`src/sv/mtmf_pkg.sv`:
```
// Package for the median and trimmed-mean filter: types, sizes and state codes.
// Used by the controller, datapath and top level; depends on nothing.
`default_nettype none
package mtmf_pkg;
  localparam int MaxSamples = 32;
  localparam int SampleBits = 16;
  localparam int IdxBits = $clog2(MaxSamples);
  localparam int CntBits = $clog2(MaxSamples + 1);
  localparam int AccBits = SampleBits + CntBits + 1;

  typedef struct packed {
    logic [15:0] sample;
    logic        last;
  } in_item_t;

  typedef struct packed {
    logic [15:0] filtered;
    logic        overflow;
  } out_item_t;

  typedef enum logic [3:0] {
    StLoad, StCopy, StSortRd, StSortCmp, StPick, StAvgRd, StAvgMul, StDiv, StOut
  } state_e;

  typedef struct packed {
    logic store_wr;
    logic win_clear;
    logic sort_start;
    logic sort_step;
    logic avg_start;
    logic avg_step;
    logic div_start;
    logic div_step;
    logic out_load;
  } cmd_t;

  typedef struct packed {
    logic sort_done;
    logic avg_done;
    logic div_done;
  } sts_t;
endpackage
`default_nettype wire

```
`src/sv/mtmf_ctrl.sv`:
```
// Controller of the filter: sequences loading, sorting, averaging and output.
// Depends on mtmf_pkg.
`default_nettype none
module mtmf_ctrl import mtmf_pkg::*; (
  input  wire logic      clk_i,
  input  wire logic      rst_ni,
  input  wire logic      in_valid_i,
  input  wire logic      in_last_i,
  input  wire logic      out_valid_i,
  input  wire logic      out_ready_i,
  input  wire logic      median_i,
  input  wire sts_t      sts_i,
  output cmd_t           cmd_o,
  output logic           in_ready_o
);
  state_e state_q, state_d;

  always_ff @(posedge clk_i or negedge rst_ni) begin
    if (!rst_ni) begin
      state_q <= StLoad;
    end else begin
      state_q <= state_d;
    end
  end

  always_comb begin
    state_d = state_q;
    cmd_o = '0;
    in_ready_o = 1'b0;
    unique case (state_q)
      StLoad: begin
        in_ready_o = 1'b1;
        if (in_valid_i) begin
          cmd_o.store_wr = 1'b1;
          if (in_last_i) begin
            cmd_o.sort_start = 1'b1;
            state_d = StSortRd;
          end
        end
      end
      StSortRd: begin
        if (sts_i.sort_done) begin
          state_d = StPick;
        end else begin
          state_d = StSortCmp;
        end
      end
      StSortCmp: begin
        cmd_o.sort_step = 1'b1;
        state_d = StSortRd;
      end
      StPick: begin
        cmd_o.avg_start = 1'b1;
        state_d = StAvgRd;
      end
      StAvgRd: begin
        if (sts_i.avg_done) begin
          state_d = StOut;
        end else begin
          state_d = StAvgMul;
        end
      end
      StAvgMul: begin
        cmd_o.div_start = 1'b1;
        state_d = StDiv;
      end
      StDiv: begin
        cmd_o.div_step = 1'b1;
        if (sts_i.div_done) begin
          cmd_o.avg_step = 1'b1;
          state_d = median_i ? StOut : StAvgRd;
        end
      end
      StOut: begin
        if (!out_valid_i || out_ready_i) begin
          cmd_o.out_load = 1'b1;
          cmd_o.win_clear = 1'b1;
          state_d = StLoad;
        end
      end
      default: state_d = StLoad;
    endcase
  end

`ifndef SYNTH
  a_ready_load: assert property (@(posedge clk_i) disable iff (!rst_ni)
    in_ready_o |-> state_q == StLoad) else $error("ready outside load");
  a_out_load: assert property (@(posedge clk_i) disable iff (!rst_ni)
    cmd_o.out_load |=> state_q == StLoad) else $error("bad state after output");
  a_start: assert property (@(posedge clk_i) disable iff (!rst_ni)
    cmd_o.sort_start |-> cmd_o.store_wr) else $error("sort without last write");
`endif
endmodule
`default_nettype wire

```
`src/sv/mtmf_ram.sv`:
```
// Generic single-port-write, single-port-read RAM with registered read data.
// Depends on nothing.
`default_nettype none
module mtmf_ram #(
  parameter int Width = 16,
  parameter int Depth = 32
) (
  input  wire logic                     clk_i,
  input  wire logic                     we_i,
  input  wire logic [$clog2(Depth)-1:0] waddr_i,
  input  wire logic [Width-1:0]         wdata_i,
  input  wire logic [$clog2(Depth)-1:0] raddr_i,
  output logic      [Width-1:0]         rdata_o
);
  logic [Width-1:0] mem_q [Depth];

  always_ff @(posedge clk_i) begin
    if (we_i) begin
      mem_q[waddr_i] <= wdata_i;
    end
    rdata_o <= mem_q[raddr_i];
  end
endmodule
`default_nettype wire

```
`src/sv/mtmf_dp.sv`:
```
// Datapath of the filter: window store, insertion sort, running mean and divider.
// Depends on mtmf_pkg and mtmf_ram.
`default_nettype none
module mtmf_dp import mtmf_pkg::*; (
  input  wire logic      clk_i,
  input  wire logic      rst_ni,
  input  wire cmd_t      cmd_i,
  input  wire in_item_t  in_i,
  input  wire logic [7:0] width_i,
  output sts_t           sts_o,
  output logic           median_o,
  output out_item_t      out_o,
  output logic           out_valid_o,
  input  wire logic      out_ready_i
);
  // The sort is an insertion sort over the RAM, one compare a pass through
  // read and compare states. cur_q holds the value being inserted.
  logic [CntBits-1:0]    cnt_q, cnt_d;
  logic                  drop_q, drop_d;
  logic [CntBits-1:0]    n_q;
  logic [CntBits-1:0]    i_q;
  logic [IdxBits-1:0]    j_q;
  logic                  phase_q;
  logic                  shift_c;
  logic [SampleBits-1:0] cur_q;
  logic [IdxBits-1:0]    raddr, waddr;
  logic [SampleBits-1:0] wdata, rdata;
  logic                  we;
  logic [CntBits-1:0]    k_q, cnt_avg_q, start_c, end_c, a_c, half_n;
  logic [SampleBits-1:0] avg_q;
  logic                  med_q;
  logic [AccBits-1:0]    rem_q, num_c;
  logic [SampleBits-1:0] quo_q;
  logic [CntBits-1:0]    divisor_q;
  logic [$clog2(SampleBits+1)-1:0] dbit_q;
  logic                  drop_out_q;
  logic [AccBits-1:0]    prod_c;

  assign half_n = n_q >> 1;
  assign a_c = ({1'b0, width_i} > 9'(n_q)) ? n_q : CntBits'(width_i);
  assign start_c = half_n - (a_c >> 1);
  assign end_c = ((half_n + (a_c >> 1)) >= n_q) ? n_q - 1'b1 : half_n + (a_c >> 1);

  always_comb begin
    cnt_d = cnt_q;
    drop_d = drop_q;
    if (cmd_i.store_wr) begin
      if (cnt_q < CntBits'(MaxSamples)) begin
        cnt_d = cnt_q + 1'b1;
      end else begin
        drop_d = 1'b1;
      end
    end
    if (cmd_i.win_clear) begin
      cnt_d = '0;
      drop_d = 1'b0;
    end
  end

  // A compare shifts buf[j-1] up while it is larger than the value inserted.
  assign shift_c = (j_q != '0) && (rdata > cur_q);

  // RAM port use: load writes, sort reads i or j-1 and shifts, average reads k.
  always_comb begin
    we = 1'b0;
    waddr = cnt_q[IdxBits-1:0];
    wdata = in_i.sample;
    if (cmd_i.avg_start) begin
      raddr = IdxBits'(start_c);
    end else if (med_q) begin
      raddr = IdxBits'(k_q);
    end else if (phase_q) begin
      raddr = j_q - 1'b1;
    end else begin
      raddr = IdxBits'(i_q);
    end
    if (cmd_i.store_wr) begin
      we = cnt_q < CntBits'(MaxSamples);
    end else if (cmd_i.sort_step && phase_q) begin
      we = 1'b1;
      waddr = j_q;
      wdata = shift_c ? rdata : cur_q;
    end
  end

  mtmf_ram #(.Width(SampleBits), .Depth(MaxSamples)) u_ram (
    .clk_i, .we_i(we), .waddr_i(waddr), .wdata_i(wdata),
    .raddr_i(raddr), .rdata_o(rdata)
  );

  // Sort bookkeeping: phase 0 fetches buf[i] into cur, phase 1 walks j down.
  assign sts_o.sort_done = !phase_q && (i_q >= n_q);
  assign sts_o.avg_done = med_q && (k_q > end_c);
  assign sts_o.div_done = dbit_q == 0;
  assign median_o = width_i == 8'd0;

  assign prod_c = AccBits'(avg_q) * AccBits'(cnt_avg_q);
  assign num_c = prod_c + AccBits'(rdata);

  always_ff @(posedge clk_i or negedge rst_ni) begin
    if (!rst_ni) begin
      cnt_q <= '0;
      drop_q <= 1'b0;
      out_valid_o <= 1'b0;
      phase_q <= 1'b0;
      med_q <= 1'b0;
    end else begin
      cnt_q <= cnt_d;
      drop_q <= drop_d;
      if (cmd_i.out_load) begin
        out_valid_o <= 1'b1;
      end else if (out_ready_i) begin
        out_valid_o <= 1'b0;
      end
      if (cmd_i.sort_start) begin
        phase_q <= 1'b0;
      end else if (cmd_i.sort_step) begin
        if (!phase_q) begin
          phase_q <= 1'b1;
        end else if (!shift_c) begin
          phase_q <= 1'b0;
        end
      end
      if (cmd_i.avg_start) begin
        med_q <= 1'b1;
      end else if (cmd_i.out_load) begin
        med_q <= 1'b0;
      end
    end
  end

  always_ff @(posedge clk_i) begin
    if (cmd_i.sort_start) begin
      n_q <= cnt_d;
      drop_out_q <= drop_d;
      i_q <= CntBits'(1);
    end
    if (cmd_i.sort_step) begin
      if (!phase_q) begin
        cur_q <= rdata;
        j_q <= IdxBits'(i_q);
      end else if (shift_c) begin
        j_q <= j_q - 1'b1;
      end else begin
        i_q <= i_q + 1'b1;
      end
    end
    if (cmd_i.avg_start) begin
      k_q <= start_c;
      cnt_avg_q <= '0;
      avg_q <= '0;
    end
    if (cmd_i.div_start) begin
      rem_q <= num_c;
      divisor_q <= cnt_avg_q + 1'b1;
      quo_q <= '0;
      dbit_q <= ($clog2(SampleBits+1))'(SampleBits);
    end else if (cmd_i.div_step && dbit_q != 0) begin
      if ((rem_q >> (dbit_q - 1'b1)) >= AccBits'(divisor_q)) begin
        rem_q <= rem_q - (AccBits'(divisor_q) << (dbit_q - 1'b1));
        quo_q[($clog2(SampleBits))'(dbit_q - 1'b1)] <= 1'b1;
      end
      dbit_q <= dbit_q - 1'b1;
    end
    if (cmd_i.avg_step) begin
      avg_q <= median_o ? rdata : quo_q;
      k_q <= k_q + 1'b1;
      cnt_avg_q <= cnt_avg_q + 1'b1;
    end
    if (cmd_i.out_load) begin
      out_o.filtered <= avg_q;
      out_o.overflow <= drop_out_q;
    end
  end

`ifndef SYNTH
  a_cnt_max: assert property (@(posedge clk_i) disable iff (!rst_ni)
    cnt_q <= CntBits'(MaxSamples)) else $error("count beyond capacity");
  a_clear: assert property (@(posedge clk_i) disable iff (!rst_ni)
    cmd_i.win_clear |=> cnt_q == 0 && !drop_q) else $error("window not cleared");
  a_out_hold: assert property (@(posedge clk_i) disable iff (!rst_ni)
    out_valid_o && !out_ready_i |=> out_valid_o) else $error("result lost");
`endif
endmodule
`default_nettype wire

```
`src/sv/median_trimmed_mean_filter.sv`:
```
// Top level of the median and trimmed-mean filter: APB register, controller and datapath.
// Depends on mtmf_pkg, mtmf_ctrl and mtmf_dp.
//
// Samples arrive on the input channel, one transaction per cycle while the
// window loads. A transaction with last set closes the window; the block then
// insertion-sorts the held samples in its window RAM, one compare per pass
// through its read and compare states, and either picks the median or forms
// the running mean, each mean step taking a bit-serial division. The median
// takes one such step. One result transaction follows per window, holding
// filtered and overflow. A result waits in its output register while the
// receiver stalls; the next window is accepted as soon as the result has
// moved into that register, and a further result waits until the receiver
// has taken the previous one.
// Reset empties the window, clears the dropped flag, drops any pending result
// and sets average_width to zero. The window RAM needs no clearing.
`default_nettype none
module median_trimmed_mean_filter import mtmf_pkg::*; (
  input  wire logic        clk_i,
  input  wire logic        rst_ni,
  input  wire logic        in_valid_i,
  output logic             in_ready_o,
  input  wire in_item_t    in_data_i,
  output logic             out_valid_o,
  input  wire logic        out_ready_i,
  output out_item_t        out_data_o,
  input  wire logic        psel,
  input  wire logic        penable,
  input  wire logic        pwrite,
  input  wire logic [1:0]  paddr,
  input  wire logic [31:0] pwdata,
  output logic [31:0]      prdata,
  output logic             pready
);
  logic [7:0] width_q;
  cmd_t cmd;
  sts_t sts;
  logic median;

  assign pready = 1'b1;
  assign prdata = (paddr == 2'd0) ? {24'd0, width_q} : 32'd0;

  always_ff @(posedge clk_i or negedge rst_ni) begin
    if (!rst_ni) begin
      width_q <= '0;
    end else if (psel && penable && pwrite && paddr == 2'd0) begin
      width_q <= pwdata[7:0];
    end
  end

  mtmf_ctrl u_ctrl (
    .clk_i, .rst_ni, .in_valid_i, .in_last_i(in_data_i.last),
    .out_valid_i(out_valid_o), .out_ready_i, .median_i(median),
    .sts_i(sts), .cmd_o(cmd), .in_ready_o
  );

  mtmf_dp u_dp (
    .clk_i, .rst_ni, .cmd_i(cmd), .in_i(in_data_i), .width_i(width_q),
    .sts_o(sts), .median_o(median), .out_o(out_data_o),
    .out_valid_o, .out_ready_i
  );
endmodule
`default_nettype wire
```
`config.mk`:
```
export PLATFORM = sky130hd
export DESIGN_NAME = median_trimmed_mean_filter
export DESIGN_NICKNAME = d
export VERILOG_FILES = /design/src/sv/mtmf_pkg.sv /design/src/sv/mtmf_ctrl.sv /design/src/sv/mtmf_ram.sv /design/src/sv/mtmf_dp.sv /design/src/sv/median_trimmed_mean_filter.sv
export SDC_FILE = /design/constraint.sdc
export NUM_CORES = 1
export LEC_CHECK = 0
export ABC_CLOCK_PERIOD_IN_PS = 5950
export BUFFER_PORTS_ARGS = -buffer_cell sky130_fd_sc_hd__buf_2
export CAP_MARGIN = 20
export CORE_ASPECT_RATIO = 0.9
export CORE_MARGIN = 2
export CORE_UTILIZATION = 50
export CTS_CLUSTER_DIAMETER = 200
export DETAILED_ROUTE_END_ITERATION = 8
export GPL_TIMING_DRIVEN = 0
export PLACE_DENSITY = 0.65
export SLEW_MARGIN = 10
export SYNTH_ARGS = -nofsm -noshare
export SYNTH_HDL_FRONTEND = slang
export SYNTH_HIERARCHICAL = 1
export SYNTH_SLANG_ARGS = --single-unit
export TNS_END_PERCENT = 100
```
`constraint.sdc`:
```
create_clock -name clk_i -period 5.95 [get_ports clk_i]
set_input_delay 0.595 -clock clk_i [delete_from_list [all_inputs] [get_ports clk_i]]
set_output_delay 0.595 -clock clk_i [all_outputs]
set_load 0.005 [all_outputs]
```
; ---- Word level (Yosys, flattened, before mapping)
; Memories as Yosys holds them, arrays and structs flattened. A register that Yosys moved wholly into a read port is not among the register bits.
; Index checks and enable logic that the tools add are counted.
[totals]
regBits = 151
ram_bits = 512
inputBits = 58
out_inout_bits = 52
word_cells = 157
mem_count = 1
[mem_list]
columns = name, words, word_bits, rd, rd_ports_with_merged_regs, wr, line
row1 = u_dp.u_ram.mem_q, 32, 16, 1, 1, 1, mtmf_ram.sv:15  ; logic [Width-1:0] mem_q [Depth];
[op_classes]
add_sub_neg = 11
n_mul = 1
order_cmp = 9
n_eq_ne = 12
shift = 2
muxes = 69
bitwise = 2
reduce_logical = 29
[op_table]
columns = cell, n
row1 = $mux 16, 6
row2 = $mux 6, 13
row3 = $mux 23, 3
row4 = $mux 5, 7
row5 = $pmux 4 s8, 1
row6 = $mux 1, 30
row7 = $add 6x1->6 const B, 4
row8 = $mux 4, 6
row9 = $add 22x16->23, 1
row10 = $ge 23x6->1, 1
row11 = $shl 6x5->23, 1
row12 = $shr 23x5->23, 1
row13 = $sub 23x23->23, 1
row14 = $mul 16x6->22, 1
row15 = $eq 4x3->1 const B, 4
row16 = $gt 16x16->1, 1
row17 = $or 16x16->16, 1
row18 = $ge 6x6->1, 2
row19 = $reduce_bool 2->1, 6
row20 = $reduce_bool 5->1, 2
row21 = $sub 5x1->5 const B, 2
row22 = $logic_and 1x1->1, 9
row23 = $eq 4x2->1 const B, 2
row24 = $gt 8x6->1, 1
row25 = other kinds (22), 29

; ---- Logic depth before layout (Yosys ltp)
; Gate-level depths: netlist of the first run.
[logic_depth]
word_depth = 9
ltp_mapped = 32
mapped_depth_nobuf = 32

; ---- Cells and area by module
; The synthesis of the first run kept the hierarchy.
[by_module_without_submodules]
columns = module, instances, cells_each, area_per_inst_um2, seq_area_each_um2
row1 = mtmf_ram, 1, 1143, 20535.9, 15695.1
row2 = mtmf_dp, 1, 1514, 13765.7, 3853.7
row3 = median_trimmed_mean_filter, 1, 53, 578.1, 200.2
row4 = mtmf_ctrl, 1, 48, 386.6, 100.1

; ---- Worst setup path before layout of the first run
; Ideal clock, no wire load.
[synth_path]
kind = register -> register
start = register u_dp.n_q[4]
end = register u_ctrl.state_q[2]
setup_time_ns = 0.129
t_arrival_ns = 5.426
required_ns = 5.821
slack_ns = 0.395
stages_incl_launch_ff = 30
path_buffers = 0
synth_period_minus_slack_ns = 5.555
path_cell_list = edfxtp_1 inv_1 ha_1 a21o_1 a21oi_1 o21ai_0 o21ai_0 nor3b_1 nand2_1 o21ai_0 ha_1 inv_1 fa_1 inv_1 ha_1 a21o_1 a21oi_1 nor2b_1 o21ai_0 nand2b_1 a21oi_1 mux2_2 ha_1 a21oi_1 nor2_1 nor2_1 a21oi_1 inv_1 a41oi_1 o22ai_1
[synth_lines]
columns = element, line
row1 = "start, declared", mtmf_dp.sv:20  ; logic [CntBits-1:0] n_q;
row2 = "start signal, assigned", mtmf_dp.sv:134  ; n_q <= cnt_d;
row3 = "end signal, assigned", mtmf_ctrl.sv:20  ; state_q <= StLoad;
row4 = "end signal, assigned", mtmf_ctrl.sv:22  ; state_q <= state_d;
row5 = "end, declared", mtmf_ctrl.sv:16  ; state_e state_q, state_d;

; ---- Final worst setup path of the first run
[layout_path]
start = register u_dp.cnt_avg_q[2]
end = register u_dp.rem_q[20] (data pin)
[layout_between]
elab_chain_cells = 3
[layout_rtl]
columns = element, line
row1 = "start, declared", mtmf_dp.sv:29  ; logic [CntBits-1:0] k_q, cnt_avg_q, start_c, end_c, a_c, half_n;
row2 = "start signal, assigned", mtmf_dp.sv:168  ; cnt_avg_q <= cnt_avg_q + 1'b1;
row3 = $mul 16x6->22, mtmf_dp.sv:97  ; assign prod_c = AccBits'(avg_q) * AccBits'(cnt_avg_q);
row4 = $add 22x16->23, mtmf_dp.sv:98  ; assign num_c = prod_c + AccBits'(rdata);
row5 = $mux 23, mtmf_dp.sv:153  ; if (cmd_i.div_start) begin
row6 = "end signal, assigned", mtmf_dp.sv:154  ; rem_q <= num_c;
row7 = "end signal, assigned", mtmf_dp.sv:160  ; rem_q <= rem_q - (AccBits'(divisor_q) << (dbit_q - 1'b1));
row8 = "end, declared", mtmf_dp.sv:32  ; logic [AccBits-1:0] rem_q, num_c;
; Every way passes these cells.
; A chain may end at the register's enable or synchronous reset.

==> reports/results.ini, run 1 <==
[status]
outcome = completed

[synth]
avgSynthCellArea_sq_um = 12.8
netlist_top_cells_area = edfxtp_1 (52%), mux2i_1 (8.7%), ha_1 (4.9%), fa_1 (4.1%), nand2_1 (2.8%)
synth_area_sq_um = 35300
synth_top_area_share_pct = 52.3
ys_seq_elements = 679
async_reset_ff_share_pct = 3.24
synth_seq_area_share_pct = 56.3
synth_edf_count = 614
synth_top_cell_by_area = edfxtp_1
synthFlopType = edfxtp_1
ys.warnings.count = 6
syn-instance-count = 2758
synth_cell_types = 90

[clock_network]
clkLatencyLatePin_ns = 0.63
clk_pin_slew_worst_paths_ns = 0.06
cts_buffers = 73
cts_root_buf = clkbuf_16
cts_tree = done
h-tree-depth = 3
clk_path_buf_depth = 3
clkSinkCount = 679

[timing]
maxSlewViolCount = 0
finalSetupViolCount = 0
tightest_slew_ns = 0.983
finalHoldViolCount = 0
timing.final.crit_share_pct = 95.3
period_needed_ns = 5.67
finClkSkew_ns = 0.0406
clock.fmax_ghz = 0.176
slew_headroom_pct = 34.3
tns_ns = 0
whs_ns = 0.199

[placed_design]
gp_congestion = 0.968
placed_area_sq_um = 37700
hpwl_mm = 69.9
io_buffers = 60

[final_layout]
syn2layout_area_growth_pct = 14.4
fin_area_sq_um = 40300
drive_gt1_share_pct = 15.6
fin_nets = 3234

[power]
fin_total_pwr_mw = 24.6
power_leakage_nw = 15.6
power.density_nw_per_um2 = 610
max-vdd-ir-drop_v = 0.000531

[floorplanning]
ios = 110
num_rows = 92
core-area_sq_um = 69900
die-area_sq_um = 72700
die_w_um = 284
fp.dieH_um = 256
initial_utilization_pct = 50.5

[critical_path]
worst_setup_path_end_kind = register
cp_max_fo = 10
cp.arrival_ns = 6.00
cp-start-kind = register
worstPathRequired_ns = 6.28
worstSetupPathType = reg -> reg

[route]
finalWirelength_mm = 95.2
drc_errors = 0
drtAntennaViolNets = 0
vias = 23600
first_pass_iters = 5
detail_route.wl_per_cell_um = 24.0
drt_iter0_markers = 2396
vias_per_cell = 5.96

[global_route]
antenna_found_initial = 4
grtUsageMet2_pct = 38.7
met3_usage_pct = 5.06
gr-usage-all-layers_pct = 26.1
grt_max_degree = 33
busiest_layer = met1
grt_pass1_vias = 22700
grt_pass1_wl_mm = 143
grt-ovfl-total = 0
use_met1_pct = 39.3

[job]
max-cap-violations = 0

[hold_path]
hp-class = in -> reg

critical path: stages (launching register included):
cell and delay, ns:
edfxtp_1 0.56, buf_2 0.31, nand2_1 0.11, fa_1 0.54, inv_1 0.05, fa_1 0.47, fa_1 0.59, fa_1 0.42
ha_1 0.26, or4_1 0.53, o21ai_0 0.09, a21oi_1 0.10, a22o_1 0.33, a211o_1 0.39, a311oi_2 0.31, xor2_1 0.25
o22ai_1 0.10
where the power goes:
part           internal (mW)  switching [mW]  leakage, nW  total (mW)
registers               5.86           0.478         6.16        6.34
logic                   5.20            8.56         8.32        13.8
clock network           2.61            1.90         1.16        4.51
stage by stage:
stage | utilization, % | setup slack (ns) | instances
floorplan | - | 0.395 | 2781
global placement | 52.7 | -0.652 | 3781
detailed placement | 54.0 | -0.644 | 3815
CTS | 57.4 | 0.00944 | 3947
global route | 57.7 | -0.000433 | 3962
finish | 57.7 | 0.280 | 3965
cell usage in the layout, fill, tap and decap left out, types with 28 or more instances in the layout:
cell	instances
and2_1	28
clkbuf_1	58
a21o_1	29
nand2b_1	30
dfxtp_1	43
o21ai_0	77
buf_4	69
ha_1	138
fa_1	73
edfxtp_1	614
a21oi_1	96
inv_1	130
a22oi_1	74
nand2_1	264
nor2_2	31
xnor2_1	29
a22o_1	34
nor2_1	101
mux2i_1	306
nor3_1	33
nand3_1	64
clkbuf_16	73
buf_2	88
sequential cells by signal, indices dropped and copies added (netlist names), 4 cells and up:
name and count:
u_ctrl/state_q 4, u_dp/avg_q 16, u_dp/cnt_avg_q 6, u_dp/cnt_q 6
u_dp/cur_q 16, u_dp/dbit_q 5, u_dp/divisor_q 6, u_dp/i_q 6
u_dp/j_q 5, u_dp/k_q 6, u_dp/n_q 6, u_dp/out_o 17
u_dp/quo_q 16, u_dp/rem_q 23, u_dp/u_ram/mem_q 512, u_dp/u_ram/rdata_o 16
width_q 8
cells in the mapped netlist (8+ instances only):
cell / number
a21oi_1: 114
nor2_1: 132
or2_2: 8
ha_1: 138
dfxtp_1: 43
a31oi_1: 20
nand4_1: 27
a22oi_1: 74
buf_2: 26
and2_2: 9
buf_6: 13
nand3_1: 64
nor2b_1: 18
xor2_1: 25
inv_1: 134
nand2_1: 264
clkbuf_1: 57
mux4_2: 9
and2_1: 28
a21o_1: 29
o21ai_0: 78
a22o_1: 34
edfxtp_1: 614
or3_1: 15
nor3_1: 34
o211ai_1: 11
dfrtp_1: 22
buf_4: 48
mux2i_1: 306
nand2b_1: 30
o31ai_1: 8
mux2_2: 22
o41ai_1: 10
a211oi_1: 18
o22ai_1: 15
fa_1: 73
a21boi_0: 18
xnor2_1: 29
path summary, 6_finish.rpt:
kind	from	to	slack (ns)	cells past startpoint
worst max-delay path	u_dp/cnt_avg_q[2]	u_dp/rem_q[20]	0.28	16
worst min-delay path	out_ready_i	u_ctrl/state_q[3]	0.20	2
worst max register to register	u_dp/cnt_avg_q[2]	u_dp/rem_q[20]	0.28	16
worst min register to register	u_dp/drop_out_q	u_dp/out_o[0]	0.42	0
max in group asynchronous	rst_ni	u_ctrl/state_q[2]	5.06	2
min in group asynchronous	rst_ni	u_dp/phase_q	0.51	2
kinds of logic after synthesis:
family / share of synthesized area [%]
muxes: 10.0
buffers and inverters: 4.47
adders and majority gates: 9.04
other: 0.0213
DFF: 56.3
and+or+nand+nor: 9.10
xor gates and xnor gates: 1.39
AOI/OAI and AO/OA: 9.69
layout make-up:
| type | count | area (sq um) |
|---|---|---|
| fillers | 5622 | 29500 |
| flip-flops and latches | 679 | 19800 |
| multi-input cells | 1804 | 14300 |
| clock buffers | 89 | 1900 |
| well taps | 940 | 1180 |
| plain buffers | 155 | 1060 |
| repair buffers | 114 | 1060 |
| inverters | 138 | 524 |
| clock inverters | 43 | 490 |
| diodes | 3 | 7.51 |
timing repair:
action	in CTS	in global routing
hold buffers	1	0
endpoints found under the hold margin	22	0
setup endpoints to repair	28	43
setup buffers	0	18
pin swaps	0	1
resized for setup	7	35
routing by layer:
metal	vias to the layer above	share of wire, %
met1	11800	45
li1	10600	-
met2	1056	44
met4	2	2.6
met3	160	8.8
met5	-	0.014
No activity file was read; power rests on OpenSTA's default activity.
==> run 2, diff against run 1 <==
--- a/config.mk
+++ b/config.mk
@@ -15,6 +15,7 @@
 export DETAILED_ROUTE_END_ITERATION = 8
 export GPL_TIMING_DRIVEN = 0
 export PLACE_DENSITY = 0.65
+export RECOVER_POWER = 100
 export SLEW_MARGIN = 10
 export SYNTH_ARGS = -nofsm -noshare
 export SYNTH_HDL_FRONTEND = slang
==> run 2 against run 1 <==
The run now ends with max-capacitance violations, max-slew violations left. Core utilization is 1.1 points lower. Critical path type unchanged. Critical path depth is 5 lower. Final area is 1.8% lower. Largest cell class unchanged. Register-to-register slack hardly changed. Non-clock buffer count stayed put. Global-route usage stayed put. Worst hold slack worse by 0.0018 ns. First-iteration DRC count is 2.4% higher. Routed wire length hardly changed. Combinational power hardly changed.
==> reports/results.ini, run 2 (same netlist as run 1, synthesis figures left out) <==
[timing]
timing.final.crit_share_pct = 95.0  ; -0.24 points
clock.fmax_ghz = 0.177  ; +0.26%
finalHoldViolCount = 0  ; unchanged
tightest_slew_ns = 2.77  ; +1.78 ns
finClkSkew_ns = 0.0395  ; -0.00104 ns
finalSetupViolCount = 0  ; unchanged
layout_setup_ws_ns = 0.295  ; +0.0144 ns
maxSlewViolCount = 303  ; +303
period_needed_ns = 5.66  ; -0.0144 ns
slew_headroom_pct = -84.6  ; -120 points

[critical_path]
cp-start-kind = register
cp.arrival_ns = 5.93  ; -0.07 ns
worstSetupPathType = reg -> reg
worstPathRequired_ns = 6.22  ; -0.06 ns
worst_setup_path_end_kind = register
rrSetupSlack_ns = 0.29  ; about the same
cp_max_fo = 17  ; +7

[power]
power_leakage_nw = 15.3  ; -2.0%
switchingPower_mw = 10.8  ; -0.75%
p_sw_share_pct = 44.4  ; about the same
clockPowerShare_pct = 18.5  ; +0.2 points
max-vdd-ir-drop_v = 0.000545  ; +2.7%
internal_power_mw = 13.6  ; -0.61%
pwr-share-comb_pct = 55.6  ; -0.3 points
power_frac_seq_pct = 26.0  ; +0.2 points
power.density_nw_per_um2 = 617  ; +1.2%
fin_total_pwr_mw = 24.4  ; -0.67%

[route]
detail_route.wl_per_cell_um = 24.0  ; about the same
vias_per_cell = 5.95  ; about the same
drc_errors = 0  ; unchanged
vias = 23600  ; -0.064%
drt_iter0_markers = 2454  ; +2.4%
first_pass_iters = 6  ; +1
finalWirelength_mm = 95.2  ; about the same
drtAntennaViolNets = 0  ; unchanged

[floorplanning]
initial_utilization_pct = 50.5  ; unchanged
core-area_sq_um = 69900  ; unchanged
fp.dieH_um = 256  ; unchanged
num_rows = 92  ; unchanged
die_w_um = 284  ; unchanged
die-area_sq_um = 72700  ; unchanged
ios = 110  ; unchanged

[placed_design]
gp_congestion = 0.968  ; unchanged
io_buffers = 60  ; unchanged
hpwl_mm = 69.9  ; unchanged
dp_slack_ns = -0.644  ; unchanged
place_inst = 3815  ; unchanged

[final_layout]
final_core_util_pct = 56.7  ; -1.1 points
final_cell_mix = edfxtp_1 (614), mux2i_1 (306), nand2_1 (264), ha_1 (138), nor2_1 (133)
drive_gt1_share_pct = 12.0  ; -3.6 points
reg_top3 = u_dp/u_ram/mem_q (512), u_dp/rem_q (23), u_dp/out_o (17)
layout.cells.non_filler = 3965  ; unchanged
final_common_cell = edfxtp_1
top_register = u_dp/u_ram/mem_q
largest_reg_flops = 512  ; unchanged
fin_nets = 3234  ; unchanged
syn2layout_area_growth_pct = 12.2

[clock_network]
clkLatencyLatePin_ns = 0.63  ; about the same
clk_path_buf_depth = 3  ; unchanged
clk_pin_slew_worst_paths_ns = 0.06  ; about the same
clkSinkCount = 679  ; unchanged
cts_tree = done
h-tree-depth = 3  ; unchanged
cts_buffers = 73  ; unchanged
cts_root_buf = clkbuf_16

[global_route]
grt_pass1_vias = 22700  ; unchanged
grt_pass1_wl_mm = 143  ; unchanged
antenna_found_initial = 3  ; -1
grt_max_degree = 33  ; unchanged
grt-ovfl-total = 0  ; unchanged
gr-usage-all-layers_pct = 26.1  ; unchanged

[hold_path]
hp-class = in -> reg

[status]
outcome = complete, but fails checks
violations = max-capacitance violations, max-slew violations

[job]
max-cap-violations = 15  ; +15

[run 2: final cells by class]
class / instances / area, sq um
clock buffer: 89 / 1900
fill: 5744 / 30300
sequential: 679 / 19800
timing repair buffer: 114 / 646
buffer: 155 / 1050
inverter: 138 / 524
tap: 940 / 1180
antenna: 3 / 7.51
clock inverter: 43 / 490
multi-input combinational: 1804 / 13900
[run 2: critical path, stage by stage, from the launching register on]
cell and delay (ns):
dfxtp_1 0.57, ha_1 0.33, a21o_1 0.17, a21o_1 0.17, a21oi_1 0.15, o21ai_0 0.18
o21bai_1 0.18, clkbuf_1 0.55, clkbuf_1 0.62, mux2i_1 0.17, a21oi_1 1.35, clkbuf_1 0.84
[run 2: stage by stage]
step	TNS, ns	hold WS (ns)	cell area (sq um)
2_1_floorplan	0	0.299	35400
3_3_place_gp	-16.53	0.414	36800
3_5_place_dp	-3.96	0.416	37700
4_1_cts	0	0.167	40100
5_1_grt	-0.00797	0.178	39600
6_report	0	0.197	39600
[run 2: power groups by stage]
stage	Clock [mW]	Sequential, mW	Combinational, mW
after detailed placement	0	6.41	13.3
after CTS	4.58	6.32	13.4
final	4.51	6.35	13.6
after global routing	4.76	6.39	14.7
after floorplan	0	6.19	9.34
after global placement	0	6.42	12.9
[run 2: final timing paths]
| check | startpoint | endpoint | depth (start not counted) |
|---|---|---|---|
| setup / recovery | u_dp/u_ram/rdata_o[13] | u_dp/u_ram/mem_q[1][8] | 11 |
| hold reg to reg | u_dp/drop_out_q | u_dp/out_o[0] | 0 |
| min in group asynchronous | rst_ni | u_dp/med_q | 2 |
| max in group asynchronous | rst_ni | u_ctrl/state_q[2] | 2 |
| setup reg to reg | u_dp/u_ram/rdata_o[13] | u_dp/u_ram/mem_q[1][8] | 11 |
| hold / removal | out_ready_i | u_ctrl/state_q[3] | 2 |
[run 2: per-layer routing]
metal	part of all wire (%)	global-route usage (%)
met5	0	0
met3	9.2	5.06
met4	2.6	6.75
met2	44	38.7
met1	45	39.3
[run 2: what timing repair did]
action                                  CTS  global route
gates resized for setup                   7            35
endpoints found under the hold margin    22             0
pin swaps                                 0             1
hold buffers                              1             0
buffers inserted                          0            18
endpoints found under the setup margin   28            43
